`src/design/spq_pkg.sv`:
```
// spq_pkg: shared types and constants for the sorted priority queue
// no dependencies
`default_nettype none
package spq_pkg;

  localparam int DEPTH = 8;
  localparam int CNT_W = $clog2(DEPTH + 1);
  localparam int VAL_W = 32;

  localparam logic OP_INSERT = 1'b0;
  localparam logic OP_DELETE = 1'b1;

  localparam logic [1:0] ST_DONE      = 2'd0;
  localparam logic [1:0] ST_OVERFLOW  = 2'd1;
  localparam logic [1:0] ST_EMPTY     = 2'd2;
  localparam logic [1:0] ST_NOT_FOUND = 2'd3;

  typedef struct packed {
    logic                    opcode;
    logic signed [VAL_W-1:0] value;
  } spq_in_t;

  typedef struct packed {
    logic [1:0]              status;
    logic [3:0]              entry_count;
    logic signed [VAL_W-1:0] top_value;
    logic                    top_valid;
  } spq_out_t;

  // signals a cell hands to its right-hand neighbor
  typedef struct packed {
    logic mark;   // insert point is at or left of this cell
    logic found;  // delete match is at or left of this cell
  } spq_link_t;

endpackage
`default_nettype wire

```
`src/design/spq_cell.sv`:
```
// spq_cell: one slot of the sorted chain, compares against the incoming value and shifts when wr_en is high
// depends on spq_pkg
`default_nettype none
module spq_cell (
  input  wire logic                           clk,
  input  wire logic                           wr_en,
  input  wire logic                           opcode,
  input  wire logic signed [spq_pkg::VAL_W-1:0] value,
  input  wire logic                           occ,
  input  wire logic signed [spq_pkg::VAL_W-1:0] left_ent,
  input  wire logic signed [spq_pkg::VAL_W-1:0] right_ent,
  input  wire spq_pkg::spq_link_t             left_link,
  output spq_pkg::spq_link_t                  link,
  output logic signed [spq_pkg::VAL_W-1:0]    ent,
  output logic signed [spq_pkg::VAL_W-1:0]    ent_nxt
);
  import spq_pkg::*;

  logic signed [VAL_W-1:0] ent_r;

  assign link.mark  = !occ || (value >= ent_r);
  assign link.found = left_link.found || (occ && (value == ent_r));

  always_comb begin
    ent_nxt = ent_r;
    if (opcode == OP_INSERT) begin
      if (left_link.mark) begin
        ent_nxt = left_ent;
      end else if (link.mark) begin
        ent_nxt = value;
      end
    end else begin
      if (link.found) begin
        ent_nxt = right_ent;
      end
    end
  end

  always_ff @(posedge clk) begin
    if (wr_en) begin
      ent_r <= ent_nxt;
    end
  end

  assign ent = ent_r;

endmodule
`default_nettype wire

```
`src/design/sorted_priority_queue.sv`:
```
// sorted_priority_queue: bounded priority queue kept in descending order
// depends on spq_pkg and spq_cell
`default_nettype none
// channel   direction  word type   handshake
// in_       input      spq_in_t    in_valid / in_stall
// out_      output     spq_out_t   out_valid / out_stall
//
// one operation per cycle unless in_stall is high: every cell compares
// against the incoming value and shifts left or right in the same cycle,
// the count register settles on that same edge and the result word lands in the output register.
// reset clears the count and the output valid; slot contents are not reset.
// a word waiting at the output stalls the input only while out_stall is high.
module sorted_priority_queue (
  input  wire logic              clk,
  input  wire logic              rst_n,
  input  wire logic              in_valid,
  output logic                   in_stall,
  input  wire spq_pkg::spq_in_t  in_data,
  output logic                   out_valid,
  input  wire logic              out_stall,
  output spq_pkg::spq_out_t      out_data
);
  import spq_pkg::*;

  logic                    accept;
  logic [CNT_W-1:0]        count_r, count_nxt;
  logic                    full, empty;
  logic                    wr_en;
  logic [1:0]              status;
  logic                    out_valid_r;
  spq_out_t                out_r;

  spq_link_t               links [DEPTH];
  logic signed [VAL_W-1:0] ents  [DEPTH];
  logic signed [VAL_W-1:0] ent_nxts [DEPTH];

  // output register frees up whenever the downstream side takes its word
  assign in_stall = out_valid_r && out_stall;
  assign accept   = in_valid && !in_stall;

  assign full  = (count_r == CNT_W'(DEPTH));
  assign empty = (count_r == '0);

  // chain of slots: slot 0 holds the largest entry
  for (genvar i = 0; i < DEPTH; i++) begin : g_cell
    spq_link_t               left_link;
    logic signed [VAL_W-1:0] left_ent, right_ent;

    if (i == 0) begin : g_first
      assign left_link = '0;
      assign left_ent  = '0;
    end else begin : g_mid
      assign left_link = links[i-1];
      assign left_ent  = ents[i-1];
    end

    if (i == DEPTH - 1) begin : g_last
      assign right_ent = '0;
    end else begin : g_inner
      assign right_ent = ents[i+1];
    end

    spq_cell u_cell (
      .clk       (clk),
      .wr_en     (wr_en),
      .opcode    (in_data.opcode),
      .value     (in_data.value),
      .occ       (CNT_W'(i) < count_r),
      .left_ent  (left_ent),
      .right_ent (right_ent),
      .left_link (left_link),
      .link      (links[i]),
      .ent       (ents[i]),
      .ent_nxt   (ent_nxts[i])
    );
  end

  // status and count update, the found flag comes out of the last slot
  always_comb begin
    status    = ST_DONE;
    count_nxt = count_r;
    wr_en     = 1'b0;
    if (in_data.opcode == OP_INSERT) begin
      if (full) begin
        status = ST_OVERFLOW;
      end else begin
        wr_en     = accept;
        count_nxt = count_r + CNT_W'(1);
      end
    end else begin
      if (empty) begin
        status = ST_EMPTY;
      end else if (!links[DEPTH-1].found) begin
        status = ST_NOT_FOUND;
      end else begin
        wr_en     = accept;
        count_nxt = count_r - CNT_W'(1);
      end
    end
  end

  always_ff @(posedge clk) begin
    if (!rst_n) begin
      count_r     <= '0;
      out_valid_r <= 1'b0;
    end else begin
      if (accept) begin
        count_r     <= count_nxt;
        out_valid_r <= 1'b1;
      end else if (!out_stall) begin
        out_valid_r <= 1'b0;
      end
    end
  end

  // result word, top entry taken from slot 0's next value when the slots
  // are written, otherwise from slot 0 as it stands
  always_ff @(posedge clk) begin
    if (accept) begin
      out_r.status      <= status;
      out_r.entry_count <= 4'(count_nxt);
      out_r.top_valid   <= (count_nxt != '0);
      out_r.top_value   <= (count_nxt != '0) ? (wr_en ? ent_nxts[0] : ents[0]) : '0;
    end
  end

  assign out_valid = out_valid_r;
  assign out_data  = out_r;

endmodule
`default_nettype wire

```
`config.mk`:
```
export PLATFORM = sky130hd
export DESIGN_NAME = sorted_priority_queue
export DESIGN_NICKNAME = d
export VERILOG_FILES = /design/src/design/spq_pkg.sv /design/src/design/spq_cell.sv /design/src/design/sorted_priority_queue.sv
export SDC_FILE = /design/constraint.sdc
export NUM_CORES = 1
export LEC_CHECK = 0
export ABC_AREA = 1
export BUFFER_PORTS_ARGS = -buffer_cell sky130_fd_sc_hd__buf_2
export CORE_MARGIN = 4
export CORE_UTILIZATION = 45
export DETAILED_ROUTE_END_ITERATION = 8
export HOLD_SLACK_MARGIN = 0.12
export PLACE_DENSITY = 0.65
export REMOVE_ABC_BUFFERS = 1
export SYNTH_ARGS = -nofsm -noshare
export SYNTH_HDL_FRONTEND = slang
export SYNTH_SLANG_ARGS = --single-unit
```
`constraint.sdc`:
```
create_clock -name clk -period 5.6 [get_ports clk]
set_input_delay 0.56 -clock clk [delete_from_list [all_inputs] [get_ports clk]]
set_output_delay 0.56 -clock clk [all_outputs]
set_load 0.05 [all_outputs]
```
# --- Word level (Yosys, flattened, before mapping) ---
# Cells that the tools add are included.
word_totals:
  ff_bits: 300
  in_bits: 37
op_classes:
  mux: 46
  magnitude_cmp: 16
  eq_ne: 17
  reduce_logical: 50
  addsub: 2
ops:
  columns: ["operator", "count"]
  rows:
  - ["32-bit 2-to-1 mux", 32]
  - ["32-bit == test", 8]
  - ["32-bit greater-or-equal comparator", 8]
  - ["3-bit AND reduction", 7]
  - ["3-bit nonzero test", 7]
  - ["3-bit by 4-bit < comparator with 1-bit output, first input constant", 4]
  - ["4-bit 2-to-1 mux", 4]
  - ["2-bit by 1-bit != test with 1-bit output, second input constant", 8]
  - ["1-bit logical OR", 15]
  - ["1-bit logical AND", 10]
  - ["1-bit logical NOT", 9]
  - ["1-bit by 4-bit < comparator with 1-bit output, first input constant", 2]
  - ["2-bit by 4-bit < comparator with 1-bit output, first input constant", 2]
  - ["1-bit 2-to-1 mux", 7]
  - ["2-bit 2-to-1 mux", 3]
  - ["4-bit by 1-bit adder with 4-bit output, second input constant", 1]
  - ["4-bit == test, second input constant", 1]
  - ["4-bit logical NOT", 1]
  - ["4-bit nonzero test", 1]
  - ["4-bit by 1-bit subtractor with 4-bit output, second input constant", 1]

# --- Longest topological paths before layout ---
logic_depth:
  ltp_word: 13
  depth_mapped: 22
  depth_no_buf: 21

# --- Modules after synthesis ---
# From an unflattened synthesis, not the netlist that was laid out.
unflattened:
  hier_cells: 4352
  area_unflattened_um2: 29479.5
by_module_without_submodules:
  columns: ["mod", "instances", "area_per_inst_um2", "cells_per_inst"]
  rows:
  - ["spq_cell (g_cell[0].u_cell ...)", 7, 3360.7, 502]
  - ["spq_cell (g_cell[1].u_cell)", 1, 3470.8, 530]
  - ["sorted_priority_queue", 1, 2483.6, 308]

# --- Least setup slack after synthesis ---
# OpenSTA, ideal clock, no wires.
synth_timing:
  path_type: "input-to-reg"
  from: "in out_stall"
  to: "reg g_cell[2].u_cell.ent_r[0], enable pin"
  required_ps: 5179
  slack_ps: 49
  arrival_time_ps: 5130
  setup_time_ps: 421
  cell_stages: 9
  cell_sequence: "nand2_1 inv_1 nor2_1 inv_1 nor2_4 buf_6 buf_6 o21ai_0 nor2_1"
synth_via:
  elab_chain_cells: 7
  word_cells_on_any_way: 8
synth_rtl:
  columns: ["item", "line_no", "rtl"]
  rows:
  - ["start: declaration", "sorted_priority_queue.sv:20", "input wire logic out_stall,"]
  - ["1-bit logical AND *", "sorted_priority_queue.sv:38", "assign in_stall = out_valid_r && out_stall;"]
  - ["named net in_stall", "sorted_priority_queue.sv:17", "output logic in_stall,"]
  - ["1-bit logical NOT *", "sorted_priority_queue.sv:39", "assign accept = in_valid && !in_stall;"]
  - ["1-bit logical AND *", "sorted_priority_queue.sv:39", null]
  - ["named net accept", "sorted_priority_queue.sv:25", "logic accept;"]
  - ["1-bit 2-to-1 mux", "sorted_priority_queue.sv:93", "end else if (!links[DEPTH-1].found) begin"]
  - ["1-bit 2-to-1 mux", "sorted_priority_queue.sv:91", "if (empty) begin"]
  - ["1-bit 2-to-1 mux *", "sorted_priority_queue.sv:83", "if (in_data.opcode == OP_INSERT) begin"]
  - ["3-bit AND reduction (no line) *", null, null]
  - ["end signal: assignment", "spq_cell.sv:41", "ent_r <= ent_nxt;"]
  - ["end: declaration", "spq_cell.sv:19", "logic signed [VAL_W-1:0] ent_r;"]
# The timed path passes the listed nets; every way through them passes the cells marked *.
# A chain may end at the register's enable or synchronous reset.

# --- Worst setup path in the final report ---
layout_timing:
  from: "reg count_r[0]"
  to: "reg g_cell[1].u_cell.ent_r[26], enable pin"
layout_via:
  elab_chain_cells: 13
  word_cells_on_any_way: 36
layout_rtl:
  columns: ["item", "line_no", "rtl"]
  rows:
  - ["start: declaration", "sorted_priority_queue.sv:26", "logic [CNT_W-1:0] count_r, count_nxt;"]
  - ["start signal: assignment", "sorted_priority_queue.sv:108", "count_r <= count_nxt;"]
  - ["1-bit by 4-bit < comparator with 1-bit output", "sorted_priority_queue.sv:68", ".occ (CNT_W'(i) < count_r),"]
  - ["1-bit logical AND", "spq_cell.sv:22", "assign link.found = left_link.found || (occ && (value == ent_r));"]
  - ["1-bit logical OR (7 in series)", "spq_cell.sv:22", null]
  - ["1-bit 2-to-1 mux", "sorted_priority_queue.sv:93", null]
  - ["1-bit 2-to-1 mux", "sorted_priority_queue.sv:91", null]
  - ["1-bit 2-to-1 mux", "sorted_priority_queue.sv:83", null]
  - ["3-bit AND reduction (no line) *", null, null]
  - ["end signal: assignment", "spq_cell.sv:41", null]
  - ["end: declaration", "spq_cell.sv:19", null]
# Mark *: on every way between the ends. The rest lies on a longest branch, timed or not.

==> reports/results.txt <==
status: completed
clock skew after layout: 0.0163 ns
R2R setup slack: 1.69 ns
Buf/Inv on CP: 3
Post-Route Utilization: 50.0%
mean cell area of the mapped netlist: 7.46 µm²
clock insertion delay at the later pin of the skew report: 0.55 ns
hold buffer count at CTS: 0
origin of the worst min-delay path: out_stall
number of setup buffers added after CTS: 0
CTS tree: yes
global-route wire length before repair: 99700 µm
root buffer selected by CTS: clkbuf_16
Core Area: 49100 µm²
worst path required time: 5.79 ns
DIE HEIGHT: 231 µm
final design area excluding fillers: 24500 µm²
post-placement cell area: 23300 µm²
Synth-to-Final Area Change: 9.47%
share of final-layout standard cells stronger than drive strength 1: 6.81%
Routed WL: 61600 µm
Initial Utilization: 45.7%
Residual DRC: 0
Overflow after GRT: 0
number of ports placed on the die boundary: 78
final non-filler cell total: 3703
relative contribution of the clock network to total power: 33.3%
highest ir drop seen on vdd: 0.000189 V
H-tree levels: 2
Detailed Route Iter0 Violations: 2050
worst r2r src: count_r[0]
leakage power summed over all cells: 11.9 nW
number of gates given a new drive strength after cts: 0
Min Clock Period, post-route: 3.91 ns
Post-Syn Area: 22400 µm²
fraction of post-synthesis cell area in the top cell type by area: 35.2%
Hold Vio Cnt, Final: 0
NetSw: 0.00244 W
die width: 231 µm
FILL cells: 4738
share of the clock period used by the worst path: 69.8%
cell types with the largest area share after synthesis: edfxtp_1, nand2_1, ha_1
count of nets left with antenna violations after detail routing: 0
most numerous cell on the critical path: nand2_4
Inserted Clock Buffers: 37
final count of pins violating max slew: 0
Syn Inst Count: 3004
async set-reset flop share out of synthesis: 0%
internal cell power: 0.00470 W
CTS Sinks: 300
power density over the cells: 291 nW/µm²
Comb pwr share: 27.5%
RePlAce Congestion: 0.882
total of endpoints with negative setup slack in the final report: 0
upper clock frequency limit: 0.256 GHz
antenna violations before repair: 0
switching share of power: 34.1%
detailed-placement wirelength estimate: 45400 µm
Buffers on Ports: 77
CP top delay family: simple AND/OR/NAND/NOR gates
vias: 20200
WS Path Type: flop to flop
element type at the critical path start: flop
instance count along the most critical hold path: 3
number of maximum-capacitance violations: 0
largest net degree at the start of global routing: 162
path depth of the worst reg2reg path: 15
top flip-flop cell by instance count after synthesis: edfxtp_1
Routed WL per cell: 16.6 µm
clock transition at the registers of the reported paths: 0.06 ns
portion of the post-synthesis area used by sequential elements: 38.5%
DR pass1 iterations: 8
fin nets: 3307
area of the die: 53500 µm²
crit end category: flop
antenna diode count: 0
via count of the first global-routing pass: 19200
Flop pwr share: 39.3%
worst setup path startpoint: count_r[0]
post-synthesis sequential element count: 300
slew at the pin closest to its max-slew limit: 1.03 ns
remaining max-slew budget at the tightest pin: 31.3%
Synth area leader: edfxtp_1
ordered list of cells on the worst path: inv_1 > ha_1 > o21ai_1 > nand3_1 > nand2_2 > nor2_4 > nand2_4 > nand2_4 > nand2_4 > nand2_2 > nor2_4 > buf_4 > o21ai_0 > nor2_2 > buf_4
number of library cell types mapped by synthesis: 36
final worst hold slack: 0.294 ns
reg-to-reg critical path endpoint: g_cell[1].u_cell.ent[26]
Tightest Hold Check Type: input port to flop
RSZ-0062 raised after global routing: no
slowest CP cell: dfxtp_1
worst stage delay on the critical path: 0.47 ns
CP Max Fanout: 34
Hold EP: out_valid
Longest Clk Path Bufs: 3
WP data arrival: 4.10 ns
Total GRT Usage: 22.5%
YS warnings: 0
via density per instance: 5.45
EDFF count, synth: 263
count of placed standard cells including taps: 3635
number of standard-cell rows in the floorplan: 81
[routing by layer]
layer	part of all wire, %	up-vias	global-route usage (%)
li1	-	10000	-
met1	46	9320	31.9
met2	44	761	35.8
met3	7.4	92	3.33
met4	2.2	4	6.18
met5	0.38	-	3.22
[stage by stage]
| step | TNS, ns | setup WS, ns | power [W] |
|---|---|---|---|
| final | 0 | 1.69 | 0.00714 |
| after global routing | 0 | 1.60 | 0.00756 |
| after CTS | 0 | 1.83 | 0.00717 |
| after detailed placement | 0 | 1.39 | 0.00478 |
| after global placement | 0 | 1.42 | 0.00471 |
| after floorplan | -396.83 | -2.04 | 0.00422 |
[worst max path at each step]
stage / end / cells past startpoint
after detailed placement: g_cell[1].u_cell.ent[11] / 19
final: g_cell[1].u_cell.ent[26] / 15
after CTS: g_cell[1].u_cell.ent[21] / 18
after floorplan: g_cell[1].u_cell.ent[0] / 4
after global routing: out_data[2] / 16
after global placement: g_cell[1].u_cell.ent[8] / 19
[kinds of logic (layout without fill, tap and decap cells)]
group	Yosys count	count (layout)	synth area share, %
adder cells (fa/ha/maj)	260	260	14.5
AND/OR/NAND/NOR	1490	1490	27.8
AO/OA/AOI/OAI	453	453	10.4
buffers and inverters	501	536	8.71
flip-flops	300	300	38.5
[registers in the layout, summed over array words and instances (netlist names)]
signal	flops
g_cell.u_cell.ent	256
out_data	39
count_r	4
out_valid	1
[layout by cell type (no fill, tap or decap), drive strengths merged, types with 9 or more instances in the layout]
| master | n |
|---|---|
| ha | 260 |
| nand3 | 166 |
| clkbuf | 53 |
| edfxtp | 263 |
| nand4 | 109 |
| clkinv | 11 |
| inv | 363 |
| a21oi | 210 |
| nand3b | 9 |
| nand2 | 948 |
| o21ai | 215 |
| buf | 107 |
| nor2 | 252 |
| dfxtp | 37 |
[cell usage after synthesis, drive strengths merged (8+ instances only)]
master    n
nand2   948
inv     360
edfxtp  263
ha      260
nor2    252
o21ai   215
a21oi   210
nand3   166
nand4   109
clkbuf   99
buf      41
dfxtp    37
nand3b    9
o211ai    8
[power groups by stage]
| stage | Sequential, W | Clock, W | Combinational [W] |
|---|---|---|---|
| after floorplan | 0.00299 | 0 | 0.00124 |
| after global placement | 0.00284 | 0 | 0.00187 |
| after detailed placement | 0.00284 | 0 | 0.00193 |
| after CTS | 0.00280 | 0.00242 | 0.00194 |
| after global routing | 0.00282 | 0.00251 | 0.00222 |
| final | 0.00280 | 0.00238 | 0.00196 |
[area by class of cell]
type	instances	area (µm²)	area share, %
timing repair buffer	107	617	2.51
multi-input combinational	2203	11900	48.5
clock buffer	53	1090	4.45
sequential	300	8640	35.2
inverter	361	1360	5.55
clock inverter	15	105	0.428
tap	664	831	3.38
[worst register-to-register path, cell delays in order, from the launching register on]
cell	delay, ns
dfxtp_1	0.47
inv_1	0.19
ha_1	0.29
o21ai_1	0.47
nand3_1	0.24
nand2_2	0.15
nor2_4	0.08
nand2_4	0.09
nand2_4	0.07
nand2_4	0.07
nand2_2	0.08
nor2_4	0.19
buf_4	0.40
o21ai_0	0.19
nor2_2	0.14
buf_4	0.41
Note: power is estimated with default switching activity, not from simulation.
